==> config.mk <==
export PLATFORM = sky130hd
export DESIGN_NAME = byte_stuffed_frame_receiver
export DESIGN_NICKNAME = d
export VERILOG_FILES = /design/src/rtl/bsfr_pkg.sv /design/src/rtl/bsfr_csr.sv /design/src/rtl/bsfr_core.sv /design/src/rtl/bsfr_out.sv /design/src/rtl/byte_stuffed_frame_receiver.sv
export SDC_FILE = /design/constraint.sdc
export NUM_CORES = 1
export LEC_CHECK = 0
export ABC_CLOCK_PERIOD_IN_PS = 4059
export BUFFER_PORTS_ARGS = -buffer_cell sky130_fd_sc_hd__buf_2
export CELL_PAD_IN_SITES_DETAIL_PLACEMENT = 0
export CELL_PAD_IN_SITES_GLOBAL_PLACEMENT = 1
export CORE_ASPECT_RATIO = 1.4
export CORE_UTILIZATION = 30
export DETAILED_ROUTE_END_ITERATION = 8
export PLACE_DENSITY_LB_ADDON = 0.1
export SYNTH_ARGS = -nofsm -noshare
export SYNTH_HDL_FRONTEND = slang
export SYNTH_SLANG_ARGS = --single-unit
export TNS_END_PERCENT = 5
==> constraint.sdc <==
create_clock -name clock -period 4.06 [get_ports clock]
set_input_delay 0.812 -clock clock [delete_from_list [all_inputs] [get_ports clock]]
set_output_delay 0.812 -clock clock [all_outputs]
set_load 0.005 [all_outputs]
==> src/rtl/bsfr_pkg.sv <==
package bsfr_pkg;

   localparam int MAX_FRAME_BYTES = 256;
   localparam int CNT_W           = $clog2(MAX_FRAME_BYTES + 1);

   localparam int BYTE_W  = 8;
   localparam int INDEX_W = 8;
   localparam int LEN_W   = 9;
   localparam int KIND_W  = 2;
   localparam int ADDR_W  = 2;

   localparam logic [BYTE_W-1:0] START_RESET  = 8'd126;
   localparam logic [BYTE_W-1:0] END_RESET    = 8'd127;
   localparam logic [BYTE_W-1:0] ESCAPE_RESET = 8'd125;
   localparam logic [BYTE_W-1:0] MASK_RESET   = 8'd32;

   typedef enum logic [ADDR_W-1:0] {
      REG_START  = 2'd0,
      REG_END    = 2'd1,
      REG_ESCAPE = 2'd2,
      REG_MASK   = 2'd3
   } reg_index_type;

   typedef enum logic [KIND_W-1:0] {
      EV_DATA    = 2'd0,
      EV_DONE    = 2'd1,
      EV_ABORT   = 2'd2,
      EV_REFUSED = 2'd3
   } event_kind_type;

   typedef enum logic [2:0] {
      MODE_IDLE = 3'b001,
      MODE_MSG  = 3'b010,
      MODE_ESC  = 3'b100
   } rx_mode_type;

   typedef struct packed {
      logic [BYTE_W-1:0] start_code;
      logic [BYTE_W-1:0] end_code;
      logic [BYTE_W-1:0] escape_code;
      logic [BYTE_W-1:0] stuff_mask;
   } codes_type;

   typedef struct packed {
      logic [BYTE_W-1:0]  out_byte;
      logic [INDEX_W-1:0] byte_index;
      event_kind_type     event_kind;
      logic [LEN_W-1:0]   frame_length;
      logic               overflowed;
   } result_type;

endpackage

==> src/rtl/bsfr_csr.sv <==
module bsfr_csr
   import bsfr_pkg::*;
(
   input  logic                       clock,
   input  logic                       reset,
   input  logic                       csr_we,
   input  logic [ADDR_W-1:0]          csr_addr,
   input  logic [BYTE_W-1:0]          csr_wdata,
   output codes_type                  codes
);

   codes_type codes_ff;
   codes_type codes_in;

   always_comb begin
      codes_in = codes_ff;
      if (csr_we) begin
         case (reg_index_type'(csr_addr))
            REG_START:  codes_in.start_code  = csr_wdata;
            REG_END:    codes_in.end_code    = csr_wdata;
            REG_ESCAPE: codes_in.escape_code = csr_wdata;
            REG_MASK:   codes_in.stuff_mask  = csr_wdata;
            default:    codes_in = codes_ff;
         endcase
      end
   end

   always_ff @(posedge clock) begin
      if (reset) begin
         codes_ff.start_code  <= START_RESET;
         codes_ff.end_code    <= END_RESET;
         codes_ff.escape_code <= ESCAPE_RESET;
         codes_ff.stuff_mask  <= MASK_RESET;
      end else begin
         codes_ff <= codes_in;
      end
   end

   assign codes = codes_ff;

endmodule

==> src/rtl/bsfr_core.sv <==
module bsfr_core
   import bsfr_pkg::*;
(
   input  logic              clock,
   input  logic              reset,
   input  codes_type         codes,
   input  logic              req_tvalid,
   output logic              req_tready,
   input  logic [BYTE_W-1:0] req_byte,
   input  logic              req_free,
   input  logic              out_ready,
   output logic              push,
   output result_type        result
);

   logic              in_valid_ff, in_valid_in;
   logic [BYTE_W-1:0] in_byte_ff;
   logic              in_free_ff;

   rx_mode_type       mode_ff, mode_in;
   logic [CNT_W-1:0]  count_ff, count_in;
   logic              ovf_ff, ovf_in;

   logic              res_valid;
   logic              process;
   logic              hit_start;
   logic [BYTE_W-1:0] store_val;
   logic              do_store;

   always_comb begin
      hit_start = (in_byte_ff == codes.start_code);
      mode_in   = mode_ff;
      count_in  = count_ff;
      ovf_in    = ovf_ff;
      res_valid = 1'b0;
      do_store  = 1'b0;
      store_val = in_byte_ff;
      result    = '{out_byte: '0, byte_index: '0, event_kind: EV_DATA,
                    frame_length: '0, overflowed: 1'b0};

      if (hit_start) begin
         if (mode_ff != MODE_IDLE) begin
            // start inside a frame aborts it and reuses the buffer
            res_valid           = 1'b1;
            result.event_kind   = EV_ABORT;
            result.frame_length = LEN_W'(count_ff);
            result.overflowed   = ovf_ff;
            mode_in  = MODE_MSG;
            count_in = '0;
            ovf_in   = 1'b0;
         end else if (in_free_ff) begin
            mode_in  = MODE_MSG;
            count_in = '0;
            ovf_in   = 1'b0;
         end else begin
            res_valid         = 1'b1;
            result.event_kind = EV_REFUSED;
            mode_in           = MODE_IDLE;
         end
      end else begin
         case (mode_ff)
            MODE_MSG: begin
               if (in_byte_ff == codes.escape_code) begin
                  mode_in = MODE_ESC;
               end else if (in_byte_ff == codes.end_code) begin
                  res_valid           = 1'b1;
                  result.event_kind   = EV_DONE;
                  result.frame_length = LEN_W'(count_ff);
                  result.overflowed   = ovf_ff;
                  mode_in             = MODE_IDLE;
               end else begin
                  do_store = 1'b1;
               end
            end
            MODE_ESC: begin
               mode_in   = MODE_MSG;
               do_store  = 1'b1;
               store_val = in_byte_ff ^ codes.stuff_mask;
            end
            default: mode_in = MODE_IDLE;
         endcase
      end

      if (do_store) begin
         if (count_ff >= CNT_W'(MAX_FRAME_BYTES)) begin
            ovf_in = 1'b1;
         end else begin
            res_valid         = 1'b1;
            result.out_byte   = store_val;
            result.byte_index = INDEX_W'(count_ff);
            result.event_kind = EV_DATA;
            count_in          = count_ff + CNT_W'(1);
         end
      end
   end

   // items with no result never wait on the result register
   assign process     = in_valid_ff && (!res_valid || out_ready);
   assign push        = process && res_valid;
   assign req_tready  = !in_valid_ff || process;
   assign in_valid_in = req_tready ? req_tvalid : in_valid_ff;

   always_ff @(posedge clock) begin
      if (reset) begin
         in_valid_ff <= 1'b0;
         mode_ff     <= MODE_IDLE;
         count_ff    <= '0;
         ovf_ff      <= 1'b0;
      end else begin
         in_valid_ff <= in_valid_in;
         if (process) begin
            mode_ff  <= mode_in;
            count_ff <= count_in;
            ovf_ff   <= ovf_in;
         end
      end
   end

   always_ff @(posedge clock) begin
      if (req_tready && req_tvalid) begin
         in_byte_ff <= req_byte;
         in_free_ff <= req_free;
      end
   end

endmodule

==> src/rtl/bsfr_out.sv <==
module bsfr_out
   import bsfr_pkg::*;
(
   input  logic        clock,
   input  logic        reset,
   input  logic        push,
   input  result_type  result,
   output logic        out_ready,
   output logic        rsp_tvalid,
   input  logic        rsp_tready,
   output logic [31:0] rsp_tdata,
   output logic [1:0]  rsp_tuser
);

   logic       valid_ff, valid_in;
   result_type res_ff;

   assign out_ready = !valid_ff || rsp_tready;

   always_comb begin
      if (push) begin
         valid_in = 1'b1;
      end else if (rsp_tready) begin
         valid_in = 1'b0;
      end else begin
         valid_in = valid_ff;
      end
   end

   always_ff @(posedge clock) begin
      if (reset) begin
         valid_ff <= 1'b0;
      end else begin
         valid_ff <= valid_in;
      end
   end

   always_ff @(posedge clock) begin
      if (push) begin
         res_ff <= result;
      end
   end

   assign rsp_tvalid = valid_ff;
   assign rsp_tdata  = {6'd0, res_ff.overflowed, res_ff.frame_length,
                        res_ff.byte_index, res_ff.out_byte};
   assign rsp_tuser  = res_ff.event_kind;

endmodule

==> src/rtl/byte_stuffed_frame_receiver.sv <==
// channel   ports                  contents
// request   req_tvalid/tready      tdata: rx_byte; tuser: buffer_free
// response  rsp_tvalid/tready      tdata: out_byte, byte_index, frame_length,
//                                  overflowed; tuser: event_kind
// config    csr_we/addr/wdata      start, end, escape codes and stuff mask
//
// one request per cycle unless a response stalls; a taken request loads the
// input register, and its response then moves into the result register
// the frame state machine updates once per request, which sets the rate
// synchronous active-high reset clears the frame state and restores the codes
// a stalled response holds the result register; requests with no response
// still drain while the response side stalls
module byte_stuffed_frame_receiver
   import bsfr_pkg::*;
(
   input  logic        clock,
   input  logic        reset,
   input  logic        req_tvalid,
   output logic        req_tready,
   input  logic [7:0]  req_tdata,   // [7:0] rx_byte
   input  logic        req_tuser,   // [0] buffer_free
   output logic        rsp_tvalid,
   input  logic        rsp_tready,
   output logic [31:0] rsp_tdata,   // [7:0] out_byte, [15:8] byte_index,
                                    // [24:16] frame_length, [25] overflowed
   output logic [1:0]  rsp_tuser,   // [1:0] event_kind
   input  logic        csr_we,
   input  logic [1:0]  csr_addr,
   input  logic [7:0]  csr_wdata
);

   codes_type  codes;
   result_type result;
   logic       push;
   logic       out_ready;

   bsfr_csr u_csr (
      .clock     (clock),
      .reset     (reset),
      .csr_we    (csr_we),
      .csr_addr  (csr_addr),
      .csr_wdata (csr_wdata),
      .codes     (codes)
   );

   bsfr_core u_core (
      .clock      (clock),
      .reset      (reset),
      .codes      (codes),
      .req_tvalid (req_tvalid),
      .req_tready (req_tready),
      .req_byte   (req_tdata),
      .req_free   (req_tuser),
      .out_ready  (out_ready),
      .push       (push),
      .result     (result)
   );

   bsfr_out u_out (
      .clock      (clock),
      .reset      (reset),
      .push       (push),
      .result     (result),
      .out_ready  (out_ready),
      .rsp_tvalid (rsp_tvalid),
      .rsp_tready (rsp_tready),
      .rsp_tdata  (rsp_tdata),
      .rsp_tuser  (rsp_tuser)
   );

endmodule

==> flow_summary.ini, run 1 <==
[worst_hold_path]
holdPathStages = 2
hold_end = u_csr.codes[6]
holdCritStartpoint = u_csr.codes[6]
min_path_type = register to register

[pwr]
switching_share_pct = 22.6
power.leakage_nw = 1.74
share_comb_of_total_power_pct = 5.7
vdd_drop_max_mv = 0.192
sequentialPowerShare_pct = 48.2
power_w = 0.00191
power_density_mw_per_mm2 = 427
clkPwrFrac_pct = 46.0
switching_power_w = 0.000432
internal-power_w = 0.00148

[critical_path]
path_buf_inv = 1
worstPathArrival_ns = 2.63
critPathMaxStageDelay_ns = 0.68
required_ns = 3.25
r2r_setup_slack_ns = 1.04
crit_type = register to output pin
endpoint_kind = output pin
r2r_cells = 7
crit_path_top_delay_cell = a2111oi_4
r2r-start = u_core.in_byte_ff[7]
critPathMaxFanout = 9
critPathLaunchType = register
r2r-end = u_out.rsp_tdata[6]
cp_top_family = compound AO/OA/AOI/OAI gates
cp.depth = 7
crit_chain = xor2_1 -> nor4_2 -> a2111oi_4 -> a31oi_4 -> o22ai_1 -> nand3_1 -> buf_2

[cts]
cts_hold_buf = 0
cts_tree = done
cts.root.buffer_cell = clkbuf_16
clk_latency_ns = 0.34
postCtsSetupBuffers = 0
cts_resized = 0
cts_made_buffers = 9
clock_sinks = 84
path_clk_slew_ns = 0.06
htree_levels = 3
clk_path_buf_depth = 2

[synthesis]
yosys_most_used_dff = dfxtp_1
synth_cells = 373
ys_types = 55
yosys_warnings = 0
synth_top_cell_area_share_pct = 29.5
synth_edf_count = 37
async_flop_share_pct = 0
synth_area_mm2 = 0.00376
ys_ff_latch = 84
yosysSeqAreaShare_pct = 54.5
synth_area_leader_cell = edfxtp_1
postSynthAreaPerCell_um2 = 10.1
yosys-top-cells-area = edfxtp_1 (30%), dfxtp_1 (25%), nand2_1 (7.6%), xor2_1 (5.6%), nor2_1 (3.1%)

[routing]
drt_pass1_iterations = 6
vias_per_cell = 4.77
routed_wl_mm = 9.92
wl_per_cell_um = 17.0
first_iter_violations = 86
vias = 2783
detail-route-antenna-nets = 0
drc = 0

[run_status]
status = completed

[sta]
worstMarginPinSlew_ns = 0.951
rsz0062_at_grt = no
max_slew_margin_pct = 36.6
layout_min_cycle_time_ns = 3.44
slew_viol_final = 0
finClkSkew_ns = 0.00529
setup_viol = 0
max_freq_ghz = 0.291
setup_tns_ns = 0
finalHoldViolations = 0
finalCritPeriodShare_pct = 84.7
whs_ns = 0.474

[floorplan]
initial_core_util_pct = 30.7
die_h_um = 135
io_pins = 60
die_area_mm2 = 0.0130
die_w_um = 96.6
core_mm2 = 0.0123
row_count = 48

[run]
max_cap_violations = 0

[grt]
grt_pass1_wl_mm = 15.2
gr-usage-all-layers_pct = 15.9
antenna_found_initial = 0
grt_pass1_vias = 2606
grt_max_degree = 28
grt.overflow.total = 0

[finish]
area.growth.synth_to_final_pct = 19.3
final_net_count = 454
final_core_util_pct = 36.6
drive_gt1_share_pct = 19.6
antenna_cells = 0

[placed_design]
globalplace.congestion = 0.778
dp_hpwl_mm = 7.51
io_buffers = 53
-- worst register-to-register path, delay by kind of cell, from the launching register on --
kind / cells / cell delay (ns)
compound gates: 3 / 0.84
xor+xnor: 1 / 0.18
buf+inv: 1 / 0.33
flops: 1 / 0.47
simple gates: 2 / 0.84
-- cell families (layout without fill, tap and decap cells) --
family / count (synthesis) / count (layout) / synth area share (%)
AO/OA/AOI/OAI: 44 / 44 / 9.58
XOR/XNOR: 33 / 33 / 7.68
adder cells (fa/ha/maj): 2 / 2 / 0.665
buffers and inverters: 28 / 83 / 3.42
flip-flops: 84 / 84 / 54.5
multiplexers: 8 / 8 / 2.13
other: 1 / 6 / 0.0997
AND/OR/NAND/NOR: 173 / 173 / 21.9
-- cell usage in the layout, fill, tap and decap left out, types with 7 or more instances in the layout --
cell type	Yosys	final
nor2_1	31	31
nor2b_1	10	10
nand3_1	19	19
xnor2_1	9	9
mux2i_1	8	8
edfxtp_1	37	37
nand2_1	76	76
clkbuf_16	0	9
o21ai_0	7	7
buf_2	1	53
inv_1	8	8
a21oi_1	18	18
xor2_1	24	24
dfxtp_1	47	47
-- cells in the mapped netlist (2+ instances only) --
cell,n
or2_2,2
nor2b_1,10
a31oi_1,2
buf_4,6
o22ai_1,2
xnor2_1,9
nand2b_1,2
nand3_1,19
buf_1,3
and2_1,5
edfxtp_1,37
a21oi_1,18
and3_1,5
nand2_1,76
nor3_1,2
ha_1,2
nor4_1,3
o21ai_0,7
mux2i_1,8
nor4_2,2
clkbuf_1,8
nor2_1,31
inv_1,8
xor2_1,24
nand4_1,4
nor4b_1,2
dfxtp_1,47
or3_1,2
-- sequential cells by signal (all words and copies together) (netlist names) --
signal,flops
u_core.ovf_ff,1
u_core.in_free_ff,1
u_core.in_valid_ff,1
u_out.rsp_tdata,26
u_core.in_byte_ff,8
u_core.count_ff,9
u_out.rsp_tuser,2
u_core.mode_ff,3
u_out.rsp_tvalid,1
u_csr.codes,32
-- power groups by stage --
stage / sequential (W) / combinational [W] / clock (W)
after floorplan: 0.000934 / 0.0000722 / 0
after global placement: 0.000942 / 0.000110 / 0
after detailed placement: 0.000942 / 0.000111 / 0
after CTS: 0.000924 / 0.000111 / 0.000903
after global routing: 0.000926 / 0.000122 / 0.000928
final: 0.000923 / 0.000110 / 0.000881
-- metrics by stage --
step | cells | instance area, µm² | setup slack (ns)
6_report | 583 | 4490 | 0.620
5_1_grt | 583 | 4490 | 0.393
4_1_cts | 583 | 4490 | 0.564
3_5_place_dp | 567 | 4170 | 0.939
3_3_place_gp | 567 | 4170 | 1.01
2_1_floorplan | 378 | 3780 | 1.16
-- cell type report --
class | count | area [µm²]
timing repair buffer | 57 | 295
fill | 1293 | 7760
clock buffer | 10 | 229
inverter | 10 | 37.5
multi-input combinational | 266 | 1600
clock inverter | 6 | 86.3
sequential | 84 | 2050
tap | 150 | 188
-- layer usage --
| layer | vias to the layer above | GRT usage [%] | wire length [µm] | part of all wire [%] |
|---|---|---|---|---|
| met4 | 0 | 6.97 | 213 | 2.1 |
| met3 | 13 | 3.36 | 295 | 3.0 |
| met2 | 57 | 29.7 | 5630 | 57 |
| met1 | 1333 | 17.1 | 3780 | 38 |
| met5 | - | 0 | 0 | 0 |
| li1 | 1380 | - | - | - |
-- worst max-delay path by stage --
stage,end,startpoint
3_3_place_gp,req_tready,u_core.in_byte_ff[6]
4_1_cts,req_tready,u_core.in_byte_ff[0]
3_5_place_dp,req_tready,u_core.in_byte_ff[6]
6_report,req_tready,u_core.in_byte_ff[6]
2_1_floorplan,u_out.rsp_tdata[0],u_core.in_byte_ff[7]
5_1_grt,req_tready,u_core.in_byte_ff[6]
No activity file was read; power rests on OpenSTA's default activity.
==> inputs of run 2 (changes only) <==
Settings changed: ABC_CLOCK_PERIOD_IN_PS 4059 to 3550.
Clock period 4.06 ns to 3.55 ns, I/O delays scaled along.
==> run 2 against run 1 <==
  * Worst hold slack worse by 0.0032 ns
  * Power is 10% higher
  * Via count is 0.75% lower
  * Sequential share of layout area stayed put
  * Cell count is 0.51% higher
  * Clock skew is 0.0012 ns higher
  * Clock power is 5.7% higher
  * Flip-flop and latch count stayed put
  * Register-to-register slack worse by 0.43 ns
  * Final area stayed put
  * Sequential power is 15% higher
  * Wire length is 1.2% lower
==> flow_summary.ini, run 2 (synthesis results as in run 1) <==
[run_status]
status = completed

[grt]
gr-usage-all-layers_pct = 15.7
antenna_found_initial = 0
grt_pass1_vias = 2781
grt.overflow.total = 0
grt_max_degree = 29
grt_pass1_wl_mm = 15.3

[pwr]
power.leakage_nw = 1.71
power_density_mw_per_mm2 = 471
sequentialPowerShare_pct = 50.0
switching_power_w = 0.000489
switching_share_pct = 23.2
vdd_drop_max_mv = 0.210
internal-power_w = 0.00162
clkPwrFrac_pct = 44.1
share_comb_of_total_power_pct = 5.9

[critical_path]
cp-endpoint = req_tready
critPathLaunchType = register
critPathMaxStageDelay_ns = 0.51
worstPathArrival_ns = 2.63
critPathMaxFanout = 8
crit_path_top_delay_cell = nor4_2
required_ns = 2.84
r2r-end = u_out.rsp_tdata[3]
endpoint_kind = output pin
r2r_setup_slack_ns = 0.61
r2r_cells = 7
crit_type = register to output pin
crit_start = u_core.in_byte_ff[5]
r2r-start = u_core.in_byte_ff[5]
crit_chain = xor2_1 -> nor4_2 -> nand2_1 -> a31oi_4 -> o22ai_1 -> nand3_1 -> buf_2

[placed_design]
globalplace.congestion = 0.754
io_buffers = 53
dp_hpwl_mm = 7.41

[routing]
vias = 2762
first_iter_violations = 105
routed_wl_mm = 9.79
detail-route-antenna-nets = 0
drt_pass1_iterations = 4
drc = 0
vias_per_cell = 4.71
wl_per_cell_um = 16.7

[cts]
clk_latency_ns = 0.34
cts.root.buffer_cell = clkbuf_16
cts_resized = 0
cts_tree = done
cts_made_buffers = 9
htree_levels = 3
path_clk_slew_ns = 0.06
cts_hold_buf = 0
clk_path_buf_depth = 2
clock_sinks = 84
postCtsSetupBuffers = 0

[sta]
rsz0062_at_grt = no
max_freq_ghz = 0.300
slew_viol_final = 0
finalCritPeriodShare_pct = 94.0
layout_min_cycle_time_ns = 3.34
finClkSkew_ns = 0.00645
whs_ns = 0.471
setup_viol = 0
worstMarginPinSlew_ns = 0.712
max_slew_margin_pct = 51.3
setup_tns_ns = 0
finalHoldViolations = 0

[finish]
area.growth.synth_to_final_pct = 19.3
final_common_cell = nand2_1
final_core_util_pct = 36.6
antenna_cells = 0
final_net_count = 457
final_cell_mix = nand2_1 (76), buf_2 (53), dfxtp_1 (47)
fill_cells = 1333
largest_reg_flops = 32
drive_gt1_share_pct = 20.4

[floorplan]
io_pins = 60
row_count = 48
die_area_mm2 = 0.0130
core_mm2 = 0.0123
die_w_um = 96.6
initial_core_util_pct = 30.7
die_h_um = 135

[run]
max_cap_violations = 0

[worst_hold_path]
min_path_type = register to register
## run 2: changes by cell type in the layout (fill, tap and decap cells not counted), sizes merged
cell | before | now
buf | 57 | 60
bufinv | 2 | 1
clkinvlp | 0 | 2
inv | 11 | 10
## run 2: power groups by stage
stage	clock network (W)	logic [W]	registers, W
CTS	0.000955	0.000128	0.00106
detailed placement	0	0.000127	0.00108
global route	0.000991	0.000139	0.00106
finish	0.000931	0.000125	0.00106
floorplan	0	0.0000826	0.00107
global placement	0	0.000126	0.00108
## run 2: area by class of cell
cell class                      count  area [µm²]  area share, %
Multi-Input combinational cell    266        1600           35.7
Inverter                           10        37.5          0.836
Tap cell                          150         188           4.18
Clock inverter                      6        63.8           1.42
Sequential cell                    84        2050           45.7
Clock buffer                       10         229           5.10
Timing Repair Buffer               60         318           7.08
## run 2: critical path: cells and delay by family, from the launching register on
| kind | cells | cell delay [ns] |
|---|---|---|
| AND/OR/NAND/NOR | 3 | 0.94 |
| AO/OA/AOI/OAI | 2 | 0.56 |
| flip-flops | 1 | 0.47 |
| XOR/XNOR | 1 | 0.19 |
| buffers and inverters | 1 | 0.12 |
## run 2: worst min path at each step
stage	startpoint	end	slack [ns]	depth (start not counted)
6_report	u_core.ovf_ff	u_core.ovf_ff	0.47	2
5_1_grt	u_csr.codes[7]	u_csr.codes[7]	0.50	2
4_1_cts	u_core.ovf_ff	u_core.ovf_ff	0.47	2
3_5_place_dp	u_core.ovf_ff	u_core.ovf_ff	0.47	2
3_3_place_gp	u_core.ovf_ff	u_core.ovf_ff	0.46	2
2_1_floorplan	u_csr.codes[0]	u_csr.codes[0]	0.44	2
## run 2: per-stage QoR
stage,cells,setup WS (ns),cell area (µm²),power (W)
finish,586,0.214,4490,0.00211
detailed placement,570,0.562,4200,0.00121
global placement,570,0.631,4200,0.00120
global route,586,0.0183,4490,0.00219
CTS,586,0.171,4490,0.00214
floorplan,378,0.646,3780,0.00115
## run 2: per-layer routing
metal / track usage, % / vias up / share of wire [%]
met3: 2.64 / 7 / 2.3
met2: 31.3 / 39 / 58
met4: 5.97 / 0 / 1.3
li1: - / 1387 / -
met1: 16.0 / 1329 / 38
met5: 0 / - / 0
==> inputs of run 3 (changes only) <==
Settings changed: PLACE_DENSITY set to 0.56, PLACE_DENSITY_LB_ADDON 0.1 to unset.
==> run 3 against run 2 <==
  * Count of clock-buffer cells in the layout up 1
  * Worst hold slack better by 0.0039 ns
  * Cell count fell by 0.34%
  * First-iteration DRC count shrank 17%
  * Flip-flop and latch count is the same
  * Setup slack worse by 0.028 ns
  * Final area is essentially flat
  * Highest routed layer unchanged
  * Power up 1.2%
  * Combinational power about the same
  * Global-route usage hardly changed
==> flow_summary.ini, run 3 (synthesis results as in run 1) <==
[finish]
antenna_cells = 0
drive_gt1_share_pct = 20.0
final_common_cell = nand2_1
largest_reg_flops = 32
final_core_util_pct = 36.7
final_cell_mix = nand2_1 (76), buf_2 (53), dfxtp_1 (47)
area.growth.synth_to_final_pct = 19.4
final_net_count = 455
stdcell_area_mm2 = 0.00449

[critical_path]
r2r_setup_slack_ns = 0.62
required_ns = 2.84
crit_type = register to output pin
critPathMaxStageDelay_ns = 0.63
crit_path_top_delay_cell = a2111oi_4
endpoint_kind = output pin
cp_top_family = compound AO/OA/AOI/OAI gates
path_buf_inv = 1
critPathLaunchType = register
worstPathArrival_ns = 2.65
crit_chain = xor2_1 -> nor4_4 -> a2111oi_4 -> a31oi_4 -> o22ai_1 -> nand3_1 -> buf_2
critPathMaxFanout = 9

[routing]
highest_layer = met4
drc = 0
wl_met2_mm = 5.23
wl_met1_mm = 3.57
vias = 2740
drt_pass1_iterations = 4
first_iter_violations = 87
vias_per_cell = 4.69
detail-route-antenna-nets = 0
wl_per_cell_um = 16.6
routed_wl_mm = 9.68
wl_met3_um = 374

[grt]
grt.overflow.total = 0
grt_pass1_wl_mm = 15.1
antenna_found_initial = 0
grt_max_degree = 29
grt_pass1_vias = 2741
gr-usage-all-layers_pct = 15.6

[cts]
cts.root.buffer_cell = clkbuf_16
cts_hold_buf = 0
htree_levels = 3
clk_path_buf_depth = 2
clock_sinks = 84
cts_tree = done
path_clk_slew_ns = 0.06
cts_made_buffers = 9
clk_latency_ns = 0.34

[pwr]
vdd_drop_max_mv = 0.249
power_w = 0.00214
power.leakage_nw = 1.71
power_density_mw_per_mm2 = 476

[run_status]
status = completed

[sta]
finalHoldViolations = 0
layout_min_cycle_time_ns = 3.36
max_freq_ghz = 0.297
worstMarginPinSlew_ns = 0.662
setup_tns_ns = 0
finalCritPeriodShare_pct = 94.8
finClkSkew_ns = 0.00510
setup_viol = 0
rsz0062_at_grt = no
slew_viol_final = 0
max_slew_margin_pct = 54.7

[floorplan]
die_w_um = 96.6
die_area_mm2 = 0.0130
row_count = 48
core_mm2 = 0.0123
die_h_um = 135
io_pins = 60
initial_core_util_pct = 30.7

[placed_design]
post_dp_cell_area_mm2 = 0.00418
io_buffers = 53
dp_hpwl_mm = 7.44
globalplace.congestion = 0.771

[run]
max_cap_violations = 0

[worst_hold_path]
min_path_type = register to register
-- run 3: repair_timing --
| item | CTS | global route |
|---|---|---|
| resized for setup | 0 | 1 |
| setup endpoints to repair | 0 | 1 |
| buffers inserted | 0 | 0 |
-- run 3: through the flow --
step | worst slack [ns] | std cells | hold slack [ns]
3_3_place_gp | 0.626 | 568 | 0.458
4_1_cts | 0.133 | 584 | 0.481
3_5_place_dp | 0.579 | 568 | 0.472
5_1_grt | 0.0710 | 584 | 0.501
2_1_floorplan | 0.646 | 378 | 0.437
6_report | 0.186 | 584 | 0.475
-- run 3: where the power goes --
part           switching, W  internal [W]  total [W]  leakage, nW
Sequential        0.0000270       0.00103    0.00106        0.759
Combinational     0.0000774     0.0000492   0.000127        0.804
Clock              0.000389      0.000567   0.000955        0.146
-- run 3: layout make-up --
type | instances | area (µm²)
multi-input cells | 266 | 1610
clock buffers | 11 | 243
fillers | 1305 | 7760
inverters | 10 | 37.5
repair buffers | 58 | 303
well taps | 150 | 188
clock inverters | 5 | 60.1
flip-flops and latches | 84 | 2050
-- run 3: metal layers --
| layer | GRT usage [%] | vias to the layer above |
|---|---|---|
| met4 | 11.1 | 0 |
| met2 | 28.4 | 69 |
| met1 | 16.1 | 1269 |
| li1 | - | 1380 |
| met5 | 0 | - |
| met3 | 3.00 | 22 |
-- run 3: tightest hold or removal path: stages, from the launching register on --
cell and delay (ns):
dfxtp_1 0.30, o21ai_0 0.06, a21oi_1 0.06
-- run 3: path summary, 6_finish.rpt --
kind | start | end | cells after the start
worst max-delay path | u_core.in_byte_ff[0] | req_tready | 7
worst min-delay path | u_core.ovf_ff | u_core.ovf_ff | 2
worst max register to register | u_core.in_byte_ff[0] | u_out.rsp_tdata[4] | 7
worst min register to register | u_core.ovf_ff | u_core.ovf_ff | 2
